`config.mk`:
```
export PLATFORM = sky130hd
export DESIGN_NAME = precision_landing_phase_guidance_flat
export DESIGN_NICKNAME = d
export VERILOG_FILES = /design/src/design/plg_pkg.sv /design/src/design/plg_sens_if.sv /design/src/design/plg_cmd_if.sv /design/src/design/plg_cfg.sv /design/src/design/plg_phase.sv /design/src/design/plg_hcmd.sv /design/src/design/precision_landing_phase_guidance.sv /design/src/flat_wrapper.sv
export SDC_FILE = /design/constraint.sdc
export NUM_CORES = 2
export LEC_CHECK = 0
export BUFFER_PORTS_ARGS = -buffer_cell sky130_fd_sc_hd__buf_4
export CORE_AREA = 2 2 354 356
export CTS_CLUSTER_DIAMETER = 120
export CTS_CLUSTER_SIZE = 10
export DETAILED_ROUTE_END_ITERATION = 10
export DIE_AREA = 0 0 356 358
export PLACE_DENSITY = 0.57
export SYNTH_ARGS = -nofsm -noshare
export SYNTH_HDL_FRONTEND = slang
export SYNTH_SLANG_ARGS = --single-unit
```
`constraint.sdc`:
```
create_clock -name clk_i -period 7.7 [get_ports clk_i]
set_input_delay 1.54 -clock clk_i [delete_from_list [all_inputs] [get_ports clk_i]]
set_output_delay 1.54 -clock clk_i [all_outputs]
set_load 0.005 [all_outputs]
```
`src/design/plg_pkg.sv`:
```
`timescale 1ns / 1ps
// ----------------------------------------------------------------------------
// Precision landing guidance package
// Widths, register indexes, reset values, guidance constants and the structs
// that pass between the guidance modules.
// ----------------------------------------------------------------------------
package plg_pkg;

  // Payload widths
  localparam int unsigned POS_W   = 24;
  localparam int unsigned ERR_W   = POS_W + 1;
  localparam int unsigned CMD_W   = 24;
  localparam int unsigned VZ_W    = 17;
  localparam int unsigned ALT_W   = 23;
  localparam int unsigned SPD_W   = 16;
  localparam int unsigned GAIN_W  = 16;
  localparam int unsigned PHASE_W = 2;

  // APB port
  localparam int unsigned APB_AW = 4;
  localparam int unsigned APB_DW = 32;

  // Register indexes (paddr[3:2])
  localparam logic [1:0] REG_APPROACH_ALT = 2'd0;
  localparam logic [1:0] REG_FINAL_ALT    = 2'd1;
  localparam logic [1:0] REG_LAND_SPEED   = 2'd2;
  localparam logic [1:0] REG_HORIZ_GAIN   = 2'd3;

  // Register reset values
  localparam logic [ALT_W-1:0]  APPROACH_ALT_RST = 23'd20000;
  localparam logic [ALT_W-1:0]  FINAL_ALT_RST    = 23'd5000;
  localparam logic [SPD_W-1:0]  LAND_SPEED_RST   = 16'd500;
  localparam logic [GAIN_W-1:0] HORIZ_GAIN_RST   = 16'd77;

  // Phase codes as they leave the block
  localparam logic [PHASE_W-1:0] PHASE_APPROACH  = 2'd0;
  localparam logic [PHASE_W-1:0] PHASE_DESCENT   = 2'd1;
  localparam logic [PHASE_W-1:0] PHASE_FINAL     = 2'd2;
  localparam logic [PHASE_W-1:0] PHASE_TOUCHDOWN = 2'd3;

  // Altitude thresholds in mm
  localparam int DESCENT_MARGIN = 1000;
  localparam int TOUCHDOWN_ALT  = 500;
  localparam int GROUND_ALT     = 100;
  localparam int ABORT_ALT      = 10000;

  // Vertical rate commands in mm/s
  localparam logic signed [VZ_W-1:0] VZ_APPROACH = -17'sd500;
  localparam logic signed [VZ_W-1:0] VZ_DESCENT  = -17'sd1000;
  localparam logic signed [VZ_W-1:0] VZ_SETTLE   = -17'sd200;
  localparam logic signed [VZ_W-1:0] VZ_STOP     = 17'sd0;

  // Horizontal command limits
  localparam logic signed [CMD_W-1:0] CMD_MAX = 24'sh7FFFFF;
  localparam logic signed [CMD_W-1:0] CMD_MIN = 24'sh800000;

  typedef struct packed {
    logic [ALT_W-1:0]  approach_alt;
    logic [ALT_W-1:0]  final_alt;
    logic [SPD_W-1:0]  land_speed;
    logic [GAIN_W-1:0] horiz_gain;
  } cfg_t;

  typedef struct packed {
    logic [PHASE_W-1:0]      phase_next;
    logic signed [VZ_W-1:0]  vz;
    logic                    dbl_gain;
    logic                    zero_h;
  } phase_dec_t;

endpackage

```
`src/design/plg_sens_if.sv`:
```
`timescale 1ns / 1ps
// ----------------------------------------------------------------------------
// Sensor channel
// Vehicle and target positions, altitude and target-detected flag.
// ----------------------------------------------------------------------------
interface plg_sens_if import plg_pkg::*; ();

  logic                    valid;
  logic                    ready;
  logic signed [POS_W-1:0] vehicle_x;
  logic signed [POS_W-1:0] vehicle_y;
  logic signed [POS_W-1:0] vehicle_z;
  logic signed [POS_W-1:0] vehicle_altitude;
  logic signed [POS_W-1:0] target_x;
  logic signed [POS_W-1:0] target_y;
  logic signed [POS_W-1:0] target_z;
  logic                    target_detected;

  modport source (
    output valid, vehicle_x, vehicle_y, vehicle_z, vehicle_altitude,
           target_x, target_y, target_z, target_detected,
    input  ready
  );

  modport sink (
    input  valid, vehicle_x, vehicle_y, vehicle_z, vehicle_altitude,
           target_x, target_y, target_z, target_detected,
    output ready
  );

endinterface

```
`src/design/plg_cmd_if.sv`:
```
`timescale 1ns / 1ps
// ----------------------------------------------------------------------------
// Command channel
// Velocity commands, abort flag and landing phase after the update.
// ----------------------------------------------------------------------------
interface plg_cmd_if import plg_pkg::*; ();

  logic                    valid;
  logic                    ready;
  logic signed [CMD_W-1:0] command_vx;
  logic signed [CMD_W-1:0] command_vy;
  logic signed [VZ_W-1:0]  command_vz;
  logic                    abort_landing;
  logic [PHASE_W-1:0]      phase_after;

  modport source (
    output valid, command_vx, command_vy, command_vz, abort_landing, phase_after,
    input  ready
  );

  modport sink (
    input  valid, command_vx, command_vy, command_vz, abort_landing, phase_after,
    output ready
  );

endinterface

```
`src/design/plg_cfg.sv`:
```
`timescale 1ns / 1ps
// ----------------------------------------------------------------------------
// Guidance configuration registers
// APB register file: approach and final altitudes, landing speed and gain.
// ----------------------------------------------------------------------------
module plg_cfg import plg_pkg::*; (
  input  logic              clk_i,
  input  logic              rst_ni,
  input  logic              psel,
  input  logic              penable,
  input  logic              pwrite,
  input  logic [APB_AW-1:0] paddr,
  input  logic [APB_DW-1:0] pwdata,
  output logic [APB_DW-1:0] prdata,
  output logic              pready,
  output cfg_t              cfg_o
);

  cfg_t       cfg_q;
  logic       wr_en;
  logic [1:0] reg_idx;

  assign pready  = 1'b1;
  assign wr_en   = psel & penable & pwrite;
  assign reg_idx = paddr[3:2];

  always_ff @(posedge clk_i or negedge rst_ni) begin
    if (!rst_ni) begin
      cfg_q.approach_alt <= APPROACH_ALT_RST;
      cfg_q.final_alt    <= FINAL_ALT_RST;
      cfg_q.land_speed   <= LAND_SPEED_RST;
      cfg_q.horiz_gain   <= HORIZ_GAIN_RST;
    end else if (wr_en) begin
      unique case (reg_idx)
        REG_APPROACH_ALT: cfg_q.approach_alt <= pwdata[ALT_W-1:0];
        REG_FINAL_ALT:    cfg_q.final_alt    <= pwdata[ALT_W-1:0];
        REG_LAND_SPEED:   cfg_q.land_speed   <= pwdata[SPD_W-1:0];
        REG_HORIZ_GAIN:   cfg_q.horiz_gain   <= pwdata[GAIN_W-1:0];
        default: ;
      endcase
    end
  end

  always_comb begin
    unique case (reg_idx)
      REG_APPROACH_ALT: prdata = {{(APB_DW-ALT_W){1'b0}}, cfg_q.approach_alt};
      REG_FINAL_ALT:    prdata = {{(APB_DW-ALT_W){1'b0}}, cfg_q.final_alt};
      REG_LAND_SPEED:   prdata = {{(APB_DW-SPD_W){1'b0}}, cfg_q.land_speed};
      REG_HORIZ_GAIN:   prdata = {{(APB_DW-GAIN_W){1'b0}}, cfg_q.horiz_gain};
      default:          prdata = '0;
    endcase
  end

  assign cfg_o = cfg_q;

endmodule

```
`src/design/plg_phase.sv`:
```
`timescale 1ns / 1ps
// ----------------------------------------------------------------------------
// Landing phase sequencer
// Holds the landing phase, decodes the per-phase command choices and
// advances the phase on altitude thresholds.
// ----------------------------------------------------------------------------
module plg_phase import plg_pkg::*; (
  input  logic                    clk_i,
  input  logic                    rst_ni,
  input  logic                    adv_i,
  input  logic signed [POS_W-1:0] alt_i,
  input  cfg_t                    cfg_i,
  output phase_dec_t              dec_o,
  output logic [PHASE_W-1:0]      phase_o
);

  typedef enum logic [PHASE_W-1:0] {
    PH_APPROACH  = 2'd0,
    PH_DESCENT   = 2'd1,
    PH_FINAL     = 2'd2,
    PH_TOUCHDOWN = 2'd3
  } phase_e;

  localparam int unsigned CMP_W = POS_W + 2;

  phase_e                  phase_q;
  phase_e                  phase_d;
  logic signed [CMP_W-1:0] alt_ext;
  logic signed [CMP_W-1:0] descent_lim;
  logic signed [CMP_W-1:0] final_lim;

  assign alt_ext     = CMP_W'(alt_i);
  assign descent_lim = $signed({{(CMP_W-ALT_W){1'b0}}, cfg_i.approach_alt})
                       + CMP_W'(DESCENT_MARGIN);
  assign final_lim   = $signed({{(CMP_W-ALT_W){1'b0}}, cfg_i.final_alt});

  always_comb begin
    phase_d        = phase_q;
    dec_o.vz       = VZ_STOP;
    dec_o.dbl_gain = 1'b0;
    dec_o.zero_h   = 1'b0;
    unique case (phase_q)
      PH_APPROACH: begin
        dec_o.vz = VZ_APPROACH;
        if (alt_ext <= descent_lim) phase_d = PH_DESCENT;
      end
      PH_DESCENT: begin
        dec_o.vz = VZ_DESCENT;
        if (alt_ext <= final_lim) phase_d = PH_FINAL;
      end
      PH_FINAL: begin
        dec_o.vz       = -$signed({1'b0, cfg_i.land_speed});
        dec_o.dbl_gain = 1'b1;
        if (alt_ext <= CMP_W'(TOUCHDOWN_ALT)) phase_d = PH_TOUCHDOWN;
      end
      PH_TOUCHDOWN: begin
        dec_o.zero_h = 1'b1;
        dec_o.vz     = (alt_ext <= CMP_W'(GROUND_ALT)) ? VZ_STOP : VZ_SETTLE;
      end
      default: ;
    endcase
    dec_o.phase_next = phase_d;
  end

  // Advance only when the staged item moves into the result register.
  always_ff @(posedge clk_i or negedge rst_ni) begin
    if (!rst_ni) begin
      phase_q <= PH_APPROACH;
    end else if (adv_i) begin
      phase_q <= phase_d;
    end
  end

  assign phase_o = phase_q;

endmodule

```
`src/design/plg_hcmd.sv`:
```
`timescale 1ns / 1ps
// ----------------------------------------------------------------------------
// Horizontal command unit
// Gain (x2 on request) times error, floor shift by 8, 24-bit saturate or zero.
// ----------------------------------------------------------------------------
module plg_hcmd import plg_pkg::*; (
  input  logic signed [ERR_W-1:0] err_i,
  input  logic [GAIN_W-1:0]       gain_i,
  input  logic                    dbl_i,
  input  logic                    zero_i,
  output logic signed [CMD_W-1:0] cmd_o
);

  localparam int unsigned GEFF_W = GAIN_W + 1;
  localparam int unsigned PROD_W = ERR_W + GEFF_W + 1;
  localparam int unsigned SHR    = 8;
  localparam int unsigned Q_W    = PROD_W - SHR;

  logic [GEFF_W-1:0]       gain_eff;
  logic signed [PROD_W-1:0] prod;
  logic signed [Q_W-1:0]    q;
  logic                     in_range;

  assign gain_eff = dbl_i ? {gain_i, 1'b0} : {1'b0, gain_i};
  assign prod     = err_i * $signed({1'b0, gain_eff});
  // Floor division by 256: drop the low bits of the two's complement product.
  assign q        = prod[PROD_W-1:SHR];
  assign in_range = (~|q[Q_W-1:CMD_W-1]) | (&q[Q_W-1:CMD_W-1]);

  always_comb begin
    if (zero_i) begin
      cmd_o = '0;
    end else if (in_range) begin
      cmd_o = q[CMD_W-1:0];
    end else begin
      cmd_o = q[Q_W-1] ? CMD_MIN : CMD_MAX;
    end
  end

endmodule

```
`src/design/precision_landing_phase_guidance.sv`:
```
`timescale 1ns / 1ps
// ----------------------------------------------------------------------------
// Precision landing phase guidance
// Turns vehicle/target position updates into velocity commands while
// stepping through the approach, descent, final and touchdown phases.
// ----------------------------------------------------------------------------
//
//   Channel   Direction  Handshake       Carries
//   sens_i    in         valid/ready     positions, altitude, target seen flag
//   cmd_o     out        valid/ready     vx, vy, vz, abort, phase after update
//   APB       in/out     psel/penable    approach/final altitude, speed, gain
//
// Each transaction passes through the input stage (position error) and then
// the result register: one transaction per cycle while the result register
// is not stalled. The rate is set by the two-bit phase register, which
// updates as a staged transaction moves into the result register, so the
// next one sees it. Reset leaves the phase in approach and the registers at
// their defaults. A stalled result holds in the result register; while it
// is full and unconsumed, the input stage takes a transaction only if empty.
// ----------------------------------------------------------------------------
module precision_landing_phase_guidance import plg_pkg::*; (
  input  logic              clk_i,
  input  logic              rst_ni,
  plg_sens_if.sink          sens_i,
  plg_cmd_if.source         cmd_o,
  input  logic              psel,
  input  logic              penable,
  input  logic              pwrite,
  input  logic [APB_AW-1:0] paddr,
  input  logic [APB_DW-1:0] pwdata,
  output logic [APB_DW-1:0] prdata,
  output logic              pready
);

  cfg_t cfg;

  // Input stage
  logic                    s1_vld_q;
  logic signed [ERR_W-1:0] s1_err_x_q;
  logic signed [ERR_W-1:0] s1_err_y_q;
  logic signed [POS_W-1:0] s1_alt_q;
  logic                    s1_det_q;
  logic signed [ERR_W-1:0] err_x_d;
  logic signed [ERR_W-1:0] err_y_d;

  // Result register
  logic                    out_vld_q;
  logic signed [CMD_W-1:0] vx_q;
  logic signed [CMD_W-1:0] vy_q;
  logic signed [VZ_W-1:0]  vz_q;
  logic                    abort_q;
  logic [PHASE_W-1:0]      phase_out_q;
  logic signed [CMD_W-1:0] vx_d;
  logic signed [CMD_W-1:0] vy_d;
  logic                    abort_d;

  logic                    out_adv;
  logic                    s1_adv;
  logic                    in_take;
  phase_dec_t              dec;
  logic [PHASE_W-1:0]      phase_now;

  plg_cfg u_cfg (
    .clk_i   (clk_i),
    .rst_ni  (rst_ni),
    .psel    (psel),
    .penable (penable),
    .pwrite  (pwrite),
    .paddr   (paddr),
    .pwdata  (pwdata),
    .prdata  (prdata),
    .pready  (pready),
    .cfg_o   (cfg)
  );

  // Handshake: the result register frees when empty or consumed; the input
  // stage takes a new transaction when empty or when its content moves on.
  assign out_adv      = !out_vld_q || cmd_o.ready;
  assign s1_adv       = s1_vld_q && out_adv;
  assign sens_i.ready = !s1_vld_q || out_adv;
  assign in_take      = sens_i.valid && sens_i.ready;

  // Position error, target minus vehicle, one bit wider than the inputs.
  assign err_x_d = ERR_W'(sens_i.target_x) - ERR_W'(sens_i.vehicle_x);
  assign err_y_d = ERR_W'(sens_i.target_y) - ERR_W'(sens_i.vehicle_y);

  always_ff @(posedge clk_i or negedge rst_ni) begin
    if (!rst_ni) begin
      s1_vld_q <= 1'b0;
    end else if (sens_i.ready) begin
      s1_vld_q <= sens_i.valid;
    end
  end

  always_ff @(posedge clk_i) begin
    if (in_take) begin
      s1_err_x_q <= err_x_d;
      s1_err_y_q <= err_y_d;
      s1_alt_q   <= sens_i.vehicle_altitude;
      s1_det_q   <= sens_i.target_detected;
    end
  end

  // Phase held before the update picks the command; advance on load.
  plg_phase u_phase (
    .clk_i   (clk_i),
    .rst_ni  (rst_ni),
    .adv_i   (s1_adv),
    .alt_i   (s1_alt_q),
    .cfg_i   (cfg),
    .dec_o   (dec),
    .phase_o (phase_now)
  );

  plg_hcmd u_hcmd_x (
    .err_i  (s1_err_x_q),
    .gain_i (cfg.horiz_gain),
    .dbl_i  (dec.dbl_gain),
    .zero_i (dec.zero_h),
    .cmd_o  (vx_d)
  );

  plg_hcmd u_hcmd_y (
    .err_i  (s1_err_y_q),
    .gain_i (cfg.horiz_gain),
    .dbl_i  (dec.dbl_gain),
    .zero_i (dec.zero_h),
    .cmd_o  (vy_d)
  );

  // Abort: target lost below the abort altitude; commands are unaffected.
  assign abort_d = !s1_det_q && (s1_alt_q < POS_W'(ABORT_ALT));

  always_ff @(posedge clk_i or negedge rst_ni) begin
    if (!rst_ni) begin
      out_vld_q <= 1'b0;
    end else if (out_adv) begin
      out_vld_q <= s1_vld_q;
    end
  end

  always_ff @(posedge clk_i) begin
    if (s1_adv) begin
      vx_q        <= vx_d;
      vy_q        <= vy_d;
      vz_q        <= dec.vz;
      abort_q     <= abort_d;
      phase_out_q <= dec.phase_next;
    end
  end

  assign cmd_o.valid         = out_vld_q;
  assign cmd_o.command_vx    = vx_q;
  assign cmd_o.command_vy    = vy_q;
  assign cmd_o.command_vz    = vz_q;
  assign cmd_o.abort_landing = abort_q;
  assign cmd_o.phase_after   = phase_out_q;

`ifndef ASSERT_OFF
  // A staged transaction that moves on must land in the result register.
  a_stage_to_out: assert property (@(posedge clk_i) disable iff (!rst_ni)
    s1_adv |=> out_vld_q)
    else $error("staged transaction lost on its way to the result register");

  // Hold the phase unless a transaction moves into the result register.
  a_phase_hold: assert property (@(posedge clk_i) disable iff (!rst_ni)
    !s1_adv |=> $stable(phase_now))
    else $error("landing phase changed without a transaction");

  // The phase steps forward by at most one and never leaves touchdown.
  a_phase_step: assert property (@(posedge clk_i) disable iff (!rst_ni)
    s1_adv |=> (phase_now == $past(phase_now)) ||
               (($past(phase_now) != PHASE_TOUCHDOWN) &&
                (phase_now == $past(phase_now) + 2'd1)))
    else $error("landing phase skipped a step or left touchdown");

  // A pending result reports the phase that the sequencer now holds.
  a_phase_match: assert property (@(posedge clk_i) disable iff (!rst_ni)
    out_vld_q |-> (phase_out_q == phase_now))
    else $error("reported phase differs from the held phase");
`endif

endmodule

```
`src/flat_wrapper.sv`:
```
// flat-port wrapper written by rule: the top's interface ports become plain ports
module precision_landing_phase_guidance_flat import plg_pkg::*;
  (clk_i, rst_ni, psel, penable, pwrite, paddr, pwdata, prdata, pready, sens_i_valid, sens_i_vehicle_x, sens_i_vehicle_y, sens_i_vehicle_z, sens_i_vehicle_altitude, sens_i_target_x, sens_i_target_y, sens_i_target_z, sens_i_target_detected, sens_i_ready, cmd_o_valid, cmd_o_command_vx, cmd_o_command_vy, cmd_o_command_vz, cmd_o_abort_landing, cmd_o_phase_after, cmd_o_ready);
  plg_sens_if sens_i_i ();
  plg_cmd_if cmd_o_i ();
  input  logic clk_i;
  input  logic rst_ni;
  input  logic psel;
  input  logic penable;
  input  logic pwrite;
  input  logic [APB_AW-1:0] paddr;
  input  logic [APB_DW-1:0] pwdata;
  output logic [APB_DW-1:0] prdata;
  output logic pready;
  input wire logic [$bits(sens_i_i.valid)-1:0] sens_i_valid;
  input wire logic [$bits(sens_i_i.vehicle_x)-1:0] sens_i_vehicle_x;
  input wire logic [$bits(sens_i_i.vehicle_y)-1:0] sens_i_vehicle_y;
  input wire logic [$bits(sens_i_i.vehicle_z)-1:0] sens_i_vehicle_z;
  input wire logic [$bits(sens_i_i.vehicle_altitude)-1:0] sens_i_vehicle_altitude;
  input wire logic [$bits(sens_i_i.target_x)-1:0] sens_i_target_x;
  input wire logic [$bits(sens_i_i.target_y)-1:0] sens_i_target_y;
  input wire logic [$bits(sens_i_i.target_z)-1:0] sens_i_target_z;
  input wire logic [$bits(sens_i_i.target_detected)-1:0] sens_i_target_detected;
  output wire logic [$bits(sens_i_i.ready)-1:0] sens_i_ready;
  output wire logic [$bits(cmd_o_i.valid)-1:0] cmd_o_valid;
  output wire logic [$bits(cmd_o_i.command_vx)-1:0] cmd_o_command_vx;
  output wire logic [$bits(cmd_o_i.command_vy)-1:0] cmd_o_command_vy;
  output wire logic [$bits(cmd_o_i.command_vz)-1:0] cmd_o_command_vz;
  output wire logic [$bits(cmd_o_i.abort_landing)-1:0] cmd_o_abort_landing;
  output wire logic [$bits(cmd_o_i.phase_after)-1:0] cmd_o_phase_after;
  input wire logic [$bits(cmd_o_i.ready)-1:0] cmd_o_ready;
  assign sens_i_i.valid = sens_i_valid;
  assign sens_i_i.vehicle_x = sens_i_vehicle_x;
  assign sens_i_i.vehicle_y = sens_i_vehicle_y;
  assign sens_i_i.vehicle_z = sens_i_vehicle_z;
  assign sens_i_i.vehicle_altitude = sens_i_vehicle_altitude;
  assign sens_i_i.target_x = sens_i_target_x;
  assign sens_i_i.target_y = sens_i_target_y;
  assign sens_i_i.target_z = sens_i_target_z;
  assign sens_i_i.target_detected = sens_i_target_detected;
  assign sens_i_ready = sens_i_i.ready;
  assign cmd_o_valid = cmd_o_i.valid;
  assign cmd_o_command_vx = cmd_o_i.command_vx;
  assign cmd_o_command_vy = cmd_o_i.command_vy;
  assign cmd_o_command_vz = cmd_o_i.command_vz;
  assign cmd_o_abort_landing = cmd_o_i.abort_landing;
  assign cmd_o_phase_after = cmd_o_i.phase_after;
  assign cmd_o_i.ready = cmd_o_ready;
  precision_landing_phase_guidance u_core (.clk_i(clk_i), .rst_ni(rst_ni), .sens_i(sens_i_i), .cmd_o(cmd_o_i), .psel(psel), .penable(penable), .pwrite(pwrite), .paddr(paddr), .pwdata(pwdata), .prdata(prdata), .pready(pready));
endmodule
```
==> summary.md <==
- footprint of the multi-input gates: 33000 sq um
- final global-route overflow total: 0
- Remaining DRCs: 0
- fin util: 42.7%
- mean area per synthesized cell: 9.50 sq um
- Total Die Area: 127000 sq um
- Data required, critical path: 8.03 ns
- Most used DFF post-synth: sky130_fd_sc_hd__edfxtp_1
- clock latency of the later-clocked register in the worst-skew pair: 0.62 ns
- number of sinks driven by the clock tree: 225
- share of the clock period used by the worst path: 108%
- Die Ht: 358 um
- crit path time final: 8.28 ns
- total area of sequential cells: 6370 sq um
- Worst Hold Slack: 0.494 ns
- number of flops mapped to enable cells by yosys: 143
- worst-case setup slack after placement: -1.12 ns
- first-pass GRT wire length: 191000 um
- Post-Synthesis Cell Area: 43000 sq um
- Cell Rows: 129
- via count of the first global-routing pass: 34600
- final slew viol count: 0
- fraction of layout cells with a size suffix above 1: 21.1%
- most common cell type on the critical path: sky130_fd_sc_hd__fa_1
- core area: 123000 sq um
- final worst clock skew: 0.0182 ns
- Critical Setup Path Class: reg2reg
- critical path fanouts, max: 6
- buffers and inverters on the worst path: 7
- starting utilization of the core area: 34.8%
- overall global routing resource usage: 19.1%
- critical path's slowest cell: sky130_fd_sc_hd__fa_1
- data arrival time of the critical path: 8.61 ns
- total clock buffers created by CTS: 27
- kind of capture point of the worst setup path: register
- total number of yosys warnings: 0
- number of library cell types mapped by synthesis: 73
- cell depth of the worst hold path: 1
- # fillers: 12200
- CTS tree: done
- total iterations of the first detailed-routing run: 5
- setup slack, reg-to-reg: -0.58 ns
- fin worst setup slack: -0.584 ns
- Crit path depth: 29
- DIE WIDTH: 356 um
- sequential element share of the synthesized area: 14.8%
- CP Launch Type: register
- Fmax: 0.121 GHz
- CTS clk-pin slew, worst paths: 0.06 ns
- Setup Viol. Count Final: 46
- Avg WL per Cell: 17.6 um
- port bufs: 245
- path category of the worst min-delay check: reg2reg
- violations in the final reports: setup timing
- via count: 32200
- vias per inst: 4.74
- run status: finished, violations left
- H-tree depth: 1
- final hold viol count: 0
- kind of cell with the highest combined delay on the critical path: adder cells
- RSZ-0062 raised after global routing: true
- maximum number of pins on one net before global-route repair: 83
- number of register bits inferred by synthesis: 225
- quantity of hold-fixing buffers added after cts: 0
- relative slew slack: 22.2%
- Final nets: 6478
- area added between synthesis and finish: 22.5%
- sum of negative setup slack: -22.62 ns
- cells on worst reg2reg path: 29
- post-DP HPWL: 97100 um
- share of flip-flops with an asynchronous set or reset after synthesis: 36.4%
- IO Count: 315
- commonest non-fill, non-tap cell in the layout: sky130_fd_sc_hd__inv_1
- number of antenna violations at the first check in global routing: 4
- count of nets left with antenna violations after detail routing: 0
- number of violations of the max-capacitance limit: 0
- measured slew at the worst slew-check pin: 1.16 ns
- highest cell delay on the worst timing path: 0.57 ns
- DRC marker count from the first detailed-route iteration: 1489
- commonest cells after routing, fill and taps aside: 1052 x sky130_fd_sc_hd__inv_1, 805 x sky130_fd_sc_hd__fa_1, 685 x sky130_fd_sc_hd__buf_4
- routability congestion estimate: 0.864
- final wirelength: 119000 um
- clock root buffer: sky130_fd_sc_hd__clkbuf_16
- cell count after synthesis: 4525
- maximum clock path buffer count: 3
## sequential cells by signal (all words and copies together), names as in the netlist
| name | cells |
|---|---|
| u_core.s1_vld_q | 1 |
| u_core.cmd_o.abort_landing | 1 |
| u_core.u_cfg.cfg_o | 78 |
| u_core.cmd_o.command_vy | 24 |
| u_core.s1_det_q | 1 |
| u_core.cmd_o.valid | 1 |
| u_core.s1_err_x_q | 25 |
| u_core.cmd_o.command_vz | 17 |
| u_core.cmd_o.phase_after | 2 |
| u_core.u_phase.phase_o | 2 |
| u_core.s1_alt_q | 24 |
| u_core.cmd_o.command_vx | 24 |
| u_core.s1_err_y_q | 25 |
## timing repair
action,4_1_cts,5_1_grt
gates resized for setup,166,106
pin swaps,92,68
endpoints found under the setup margin,47,47
buffers inserted,62,15
gates cloned,7,2
## Yosys cell counts (all sizes together) (5+ instances only)
cell type	count	area share, %
inv	1066	9.3
fa	830	39
nand2	568	5.0
and2	328	4.8
ha	300	8.7
clkbuf	167	1.5
edfxtp	143	10
a21oi	122	1.4
nor2	104	0.91
o21ai	92	1.1
xnor2	85	1.7
mux2	69	1.8
nor2b	69	1.0
xor2	63	1.3
dfrtp	62	3.6
a21o	49	0.86
nand2b	46	0.67
nand3	29	0.34
nor3	26	0.30
o311ai	23	0.47
nand4	22	0.32
o21a	22	0.38
dfstp	20	1.2
and3	19	0.28
o21bai	19	0.33
buf	16	0.28
mux4	16	0.84
nor4	13	0.19
a21boi	12	0.21
o211ai	12	0.22
mux2i	9	0.21
or3	8	0.14
a211oi	7	0.13
a31oi	7	0.10
o31ai	7	0.12
or2	7	0.10
a311oi	5	0.10
a31o	5	0.10
and4	5	0.10
nor3b	5	0.087
## layout make-up
type                       instances  share of cell area (%)
inverter                        1066                    7.60
multi-input combinational       3061                    62.8
antenna                            1                 0.00475
clock inverter                     3                  0.0642
tap                             1637                    3.89
sequential                       225                    12.1
clock buffer                      47                    1.47
timing repair buffer             755                    12.1
## per-layer routing
metal	part of all wire (%)	GRT usage, %	up-vias
li1	-	-	15000
met1	43	24.9	16400
met2	49	33.2	670
met3	4.8	2.89	133
met4	2.8	4.76	2
met5	0.011	0	-
## cell families after synthesis
group / after synthesis / share of synthesized area, %
fa+ha+maj: 1130 / 47.4
xor+xnor: 148 / 3.02
buf+inv: 1249 / 11.1
compound gates: 414 / 6.37
flops: 225 / 14.8
other cells: 2 / 0.0175
mux: 94 / 2.86
simple gates: 1263 / 14.4
## worst paths after layout
kind	startpoint	end
setup / recovery	u_core.u_phase.phase_o[0]$_DFFE_PN0P_	u_core.cmd_o.command_vx[7]$_SDFFCE_PP0P_
hold / removal	u_core.s1_vld_q$_DFFE_PN0N_	u_core.cmd_o.valid$_DFFE_PN0P_
setup reg to reg	u_core.u_phase.phase_o[0]$_DFFE_PN0P_	u_core.cmd_o.command_vx[7]$_SDFFCE_PP0P_
hold reg to reg	u_core.s1_vld_q$_DFFE_PN0N_	u_core.cmd_o.valid$_DFFE_PN0P_
max in group asynchronous	rst_ni	u_core.u_cfg.cfg_o[36]$_DFFE_PN0P_
min in group asynchronous	rst_ni	u_core.u_cfg.cfg_o[50]$_DFFE_PN0P_
## metrics by stage
stage	cell area (sq um)	instances
2_1_floorplan	43100	4533
3_3_place_gp	49800	6668
3_5_place_dp	49800	6668
4_1_cts	52100	6784
5_1_grt	52600	6795
6_report	52600	6795
Power is left out: the tool's default activity adds up to more than one toggle a clock period on the data nets, which glitch-free logic cannot reach.
